### config.mk
export PLATFORM = sky130hd
export DESIGN_NAME = swq_cell
export DESIGN_NICKNAME = d
export VERILOG_FILES = /design/src/hdl/swq_pkg.sv /design/src/hdl/swq_cell.sv
export SDC_FILE = /design/constraint.sdc
export NUM_CORES = 1
export LEC_CHECK = 0
export BUFFER_PORTS_ARGS = -buffer_cell sky130_fd_sc_hd__buf_2
export CAP_MARGIN = 10
export CORE_MARGIN = 3
export CORE_UTILIZATION = 39
export CTS_BUF_LIST = sky130_fd_sc_hd__clkbuf_4
export CTS_CLUSTER_SIZE = 30
export DETAILED_ROUTE_END_ITERATION = 16
export PLACE_DENSITY = 0.8
export SYNTH_ARGS = -nofsm -noshare
export SYNTH_HDL_FRONTEND = slang
export SYNTH_SLANG_ARGS = --single-unit
### constraint.sdc
create_clock -name clk -period 2.5 [get_ports clk]
set_clock_uncertainty 0.2 [all_clocks]
set_input_delay 0.5 -clock clk [delete_from_list [all_inputs] [get_ports clk]]
set_output_delay 0.5 -clock clk [all_outputs]
set_load 0.05 [all_outputs]
### src/hdl/swq_pkg.sv
// Package: shared codes and types for the sorted wakeup queue.
package swq_pkg;

	localparam int HANDLE_BITS = 8;

	typedef enum logic [1:0] {
		MODE_INSERT    = 2'd0,
		MODE_REM_HEAD  = 2'd1,
		MODE_REM_MATCH = 2'd2,
		MODE_NOP       = 2'd3
	} mode_t;

	typedef enum logic [1:0] {
		ST_OK        = 2'd0,
		ST_EMPTY     = 2'd1,
		ST_NOT_FOUND = 2'd2,
		ST_FULL      = 2'd3
	} result_code_t;

	typedef enum logic [1:0] {
		CELL_HOLD  = 2'd0,
		CELL_LOAD  = 2'd1,
		CELL_LEFT  = 2'd2,
		CELL_RIGHT = 2'd3
	} cell_op_t;

	typedef struct packed {
		cell_op_t op;
	} cell_ctl_t;

endpackage

### src/hdl/swq_cell.sv
// One queue cell: holds an entry, compares it with a request and shifts with its neighbours.
module swq_cell
	import swq_pkg::*;
#(
	parameter int KEY_BITS = 32
) (
	input  logic                   clk,
	input  cell_ctl_t              ctl,
	input  logic                   occ,
	input  logic [KEY_BITS-1:0]    cmp_key,
	input  logic [HANDLE_BITS-1:0] cmp_handle,
	input  logic [KEY_BITS-1:0]    new_key,
	input  logic [HANDLE_BITS-1:0] new_handle,
	input  logic [KEY_BITS-1:0]    left_key,
	input  logic [HANDLE_BITS-1:0] left_handle,
	input  logic [KEY_BITS-1:0]    right_key,
	input  logic [HANDLE_BITS-1:0] right_handle,
	output logic [KEY_BITS-1:0]    key,
	output logic [HANDLE_BITS-1:0] handle,
	output logic                   gt,
	output logic                   match
);

	logic [KEY_BITS-1:0]    key_q;
	logic [HANDLE_BITS-1:0] handle_q;

	assign key    = key_q;
	assign handle = handle_q;
	assign gt     = occ && (key_q > cmp_key);
	assign match  = occ && (handle_q == cmp_handle);

	always_ff @(posedge clk) begin
		case (ctl.op)
			CELL_LOAD: begin
				key_q    <= new_key;
				handle_q <= new_handle;
			end
			CELL_LEFT: begin
				key_q    <= left_key;
				handle_q <= left_handle;
			end
			CELL_RIGHT: begin
				key_q    <= right_key;
				handle_q <= right_handle;
			end
			default: begin
				key_q    <= key_q;
				handle_q <= handle_q;
			end
		endcase
	end

endmodule

## After elaboration in Yosys (flattened, before gate mapping)

Index checks and enable logic that the tools add are counted.

- Input bits: 164
- Bits in writable memories: 0
- Memory bits (read-only): 0
- Bits in latches: 0
- Flip-flop bits (word level): 40
- Memories kept: 0
- Output and inout bits: 42

- Reductions and logical operators: 3
- Order comparisons: 1
- Equal/unequal tests: 4
- Bitwise logic cells: 0
- Add/sub/neg operators: 0
- Shift-type cells: 0
- Multiplexer cells: 2
- Divide/modulo/power cells: 0
- $mul: 0

Operators by type and width:

| operator | number |
|---|---|
| 32-bit one-hot mux with 3 select lines | 1 |
| 32-bit greater-than comparator | 1 |
| 8-bit one-hot mux with 3 select lines | 1 |
| 8-bit equality test | 1 |
| 2-bit equality test, second input constant | 2 |
| 3-bit nonzero test | 1 |
| 2-bit by 1-bit equality test with 1-bit output, second input constant | 1 |
| 1-bit logical AND | 2 |

## Longest topological paths before layout

- Word-level depth: 2
- Mapped depth: 7
- Gate-level depth less buffers: 7

## Worst setup path before layout

OpenSTA, ideal clock, no wires.

- Path type: flip-flop to output port
- Start: register handle_q[5], in the netlist handle[5]
- End: output match
- Stages on the path, launching flop included: 5
- Arrival time: 2.647 ns
- Path buffers: 0
- Setup slack: -0.847 ns
- Required time: 1.800 ns
- Path through: edfxtp_1 xor2_1 nor4_1 nand3_1 nor4_1

- Word-level cells in the longest chain between the ends: 2

RTL lines:

| item | RTL line | RTL |
|---|---|---|
| start: declaration | swq_cell.sv:25 | `logic [HANDLE_BITS-1:0] handle_q;` |
| start signal: assignment | swq_cell.sv:36 | `handle_q <= new_handle;` |
| start signal: assignment | swq_cell.sv:40 | `handle_q <= left_handle;` |
| start signal: assignment | swq_cell.sv:44 | `handle_q <= right_handle;` |
| 8-bit equality test | swq_cell.sv:30 | `assign match = occ && (handle_q == cmp_handle);` |
| 1-bit logical AND | swq_cell.sv:30 |  |
| end: declaration | swq_cell.sv:21 | `output logic match` |

Every way passes these cells.

## Worst setup path in the final report

- Start: register key_q[14], in the netlist key[14]
- End: output gt

- Word-level cells in the longest chain between the ends: 2

RTL lines:

| item | RTL line | RTL |
|---|---|---|
| start: declaration | swq_cell.sv:24 | `logic [KEY_BITS-1:0] key_q;` |
| start signal: assignment | swq_cell.sv:35 | `key_q <= new_key;` |
| start signal: assignment | swq_cell.sv:39 | `key_q <= left_key;` |
| start signal: assignment | swq_cell.sv:43 | `key_q <= right_key;` |
| 32-bit greater-than comparator | swq_cell.sv:29 | `assign gt = occ && (key_q > cmp_key);` |
| 1-bit logical AND | swq_cell.sv:29 |  |
| end: declaration | swq_cell.sv:20 | `output logic gt,` |

Every way passes these cells.

==> impl_metrics.tcl <==
set metrics [dict create \
    status "finished with violations" \
    violations "negative setup slack" \
    crit_chain "ha_4 -> nand4_1 -> buf_4 -> a2111oi_4 -> o311ai_4 -> a21oi_4 -> buf_8" \
    yosys.cell_types.count 25 \
    vias 3002 \
    fin_total_pwr_mw 2.161 \
    gp_congestion 0.8108 \
    crit_family "compound AO/OA/AOI/OAI gates" \
    hpwl_um 7595 \
    postSynthAreaPerCell_um2 9.717 \
    clk_pin_slew_ns 0.12 \
    tns_ns -0.4377 \
    cp.arrival_ns 2.24 \
    seq_area_frac_synth_pct 41.34 \
    maxCapViolCount 0 \
    p_int_mw 1.312 \
    p_sw_mw 0.8490 \
    path_max_fanout 3 \
    antenna_found_initial 0 \
    drive_above_1_share_pct 48.66 \
    yosys_warnings 0 \
    min-delay-start "new_key[13]" \
    syn-cell-area_um2 2905 \
    track_usage_pct 20.98 \
    slowest_delay_ns 0.46 \
    synth.area.top_cells "edfxtp_1 41%, ha_1 14%, mux2i_1 14%, a21oi_1 9.1%, nor2_1 5.4%" \
    postCtsHoldBufs 0 \
    seq_area_um2 1201 \
    portBuffers 205 \
    crit_buf_inv 2 \
    slowest_stage "edfxtp_1" \
    min_path_cells 3 \
    rows 30 \
    dpl_worst_slack_ns -0.3780 \
    die_area_um2 8521 \
    syn_nets 495 \
    p_clk_share_pct 15.0 \
    sw_frac_of_total_pct 39.29 \
    end_kind "primary output" \
    post_drt_wl_per_cell_um 14.76 \
    path_class "flip-flop to primary output" \
    p_per_area_nw_per_um2 489.6 \
    fin_crit_ns 2.938 \
    hold_viol 0 \
    p_leak_nw 2.283 \
    drcViolationCount 0 \
    cts.htree.levels 2 \
    required_ns 1.80 \
    synth_top_cell_area_share_pct 41.34 \
    setup_violations 1 \
    fin_util_pct 62.87 \
    synth_cells 299 \
    start_kind "flip-flop" \
    area_delta_synth_final_pct 51.89 \
    viasPerCell 4.834 \
    rsz0062_at_grt "yes" \
    fin_crit_sh_pct 117.5 \
    start_util_pct 41.39 \
    fin_nets 720 \
    hold_path.class "primary input to flip-flop" \
    clockBufferDepth 2 \
    numCtsBuffers 5 \
    hold_end "key[13]$_DFFE_PP_" \
    yosysTopAreaCell "edfxtp_1" \
    ir_worst_vdd_uv 235.7 \
    cts_tree "built" \
    multiInputGateArea_um2 1674 \
    nFillCells 595 \
    die_h_um 92.31 \
    grt_pass1_wl_um 14270 \
    combPwrFrac_pct 44.1 \
    report.final.slew_viol_count 0 \
    cts.sinks 40 \
    wirelength_um 9169 \
    grt_pass1_vias 3068 \
    dieWidth_um 92.31 \
    ios 206 \
    drt_iter0_drc 54 \
    yosys_register_bits 40 \
    clockRootBuffer "clkbuf_4" \
    grt_max_degree 45 \
    final_antenna_net_count 0 \
    dr.pass1.iters 4 \
    seq_power_share_pct 40.9 \
    design.core.area_um2 7019 \
    max-slew-margin-rel_pct 72.29 \
    overflow 0 \
    fmax_mhz 340.4 \
    tightestPinTransition_ns 0.4156 \
    fin_ws_ns -0.4377 \
]
==> flip-flops by register name (all words and copies together), names as in the netlist <==
register,cells
handle,8
key,32
==> cell families after synthesis <==
logic type / count (synthesis) / share of synthesized area (%)
mux: 40 / 13.78
simple gates: 69 / 10.51
flops: 40 / 41.34
buf+inv: 46 / 6.116
compound gates: 64 / 12.06
fa+ha+maj: 32 / 13.78
xor+xnor: 8 / 2.412
==> synth_stat cells <==
master and count:
nor3_2 1, nor2b_1 1, edfxtp_1 40, nor4_1 3
or2_1 1, nand4_1 7, mux2i_1 40, xnor2_1 1
o21ai_0 2, nand2_1 6, clkbuf_1 10, a21o_1 3
a2111oi_0 1, a21oi_1 53, inv_1 32, nand3_1 7
a221o_1 2, o211ai_1 1, nor3_1 1, a211oi_1 1
ha_1 32, o311ai_1 1, xor2_1 7, buf_2 4
nor2_1 42
==> power groups by stage <==
stage               sequential, mW  clock, mW  combinational, mW
finish                       0.884      0.323              0.953
global route                 0.895      0.353               1.03
CTS                          0.884      0.337              0.955
detailed placement           0.896          0              0.908
global placement             0.891          0              0.876
floorplan                     1.17          0              0.293
==> what timing repair did <==
item / in CTS / in global routing
resized for setup: 17 / 1
pin swaps: 9 / 3
endpoints found under the setup margin: 2 / 2
gates cloned: 0 / 0
buffers inserted: 5 / 0
==> worst max path at each step <==
stage                                 start  to  slack, ns  cells after the start
after floorplan            key[1]$_DFFE_PP_  gt      -0.23                      6
after global placement          cmp_key[31]  gt      -0.30                     10
after detailed placement        cmp_key[30]  gt      -0.38                     10
after CTS                 key[14]$_DFFE_PP_  gt      -0.42                      7
after global routing      key[14]$_DFFE_PP_  gt      -0.54                      7
final                     key[14]$_DFFE_PP_  gt      -0.44                      7
==> through the flow <==
stage	instance area (um^2)	instances	hold WS, ns
final	4413	621	0.2607
after global routing	4410	620	0.2531
after CTS	4407	620	0.2477
after detailed placement	4212	608	0.6206
after global placement	4212	608	0.6170
after floorplan	2958	299	0.5256
==> area by class of cell <==
cell class	instances	area share (%)
Clock inverter	1	0.1134
Multi-Input combinational cell	213	37.94
Antenna cell	1	0.05671
Sequential cell	40	27.22
Tap cell	96	2.722
Timing Repair Buffer	232	28.21
Inverter	32	2.722
Clock buffer	6	1.021
==> placed cells by master (no fill, tap or decap) <==
master,count
xor2_1,7
nand3_1,7
nand2_1,6
a21oi_1,49
xnor2_1,1
ha_4,5
nor3_2,1
or2_2,1
buf_8,1
clkinv_2,1
buf_2,203
nor4_1,1
o311ai_4,1
nor3_1,1
a211oi_2,1
a21oi_2,3
a221o_1,2
mux2i_1,40
a2111oi_4,1
nand4_1,7
inv_1,32
a21oi_4,1
clkbuf_4,6
nor4_2,1
nor2_1,42
buf_4,27
a21o_1,3
edfxtp_1,40
buf_6,1
o211ai_1,1
nor2b_1,1
o21ai_1,2
diode_2,1
nor4_4,1
ha_1,27
==> layer usage <==
metal	wire [um]	share of wire, %	GRT usage, %	vias to the layer above
met4	78	0.85	4.827	0
met2	4970	54	40.60	117
met5	0	0	0	-
li1	-	-	-	1526
met3	578	6.3	3.899	8
met1	3542	39	23.49	1351
No activity file was read; power rests on OpenSTA's default activity.
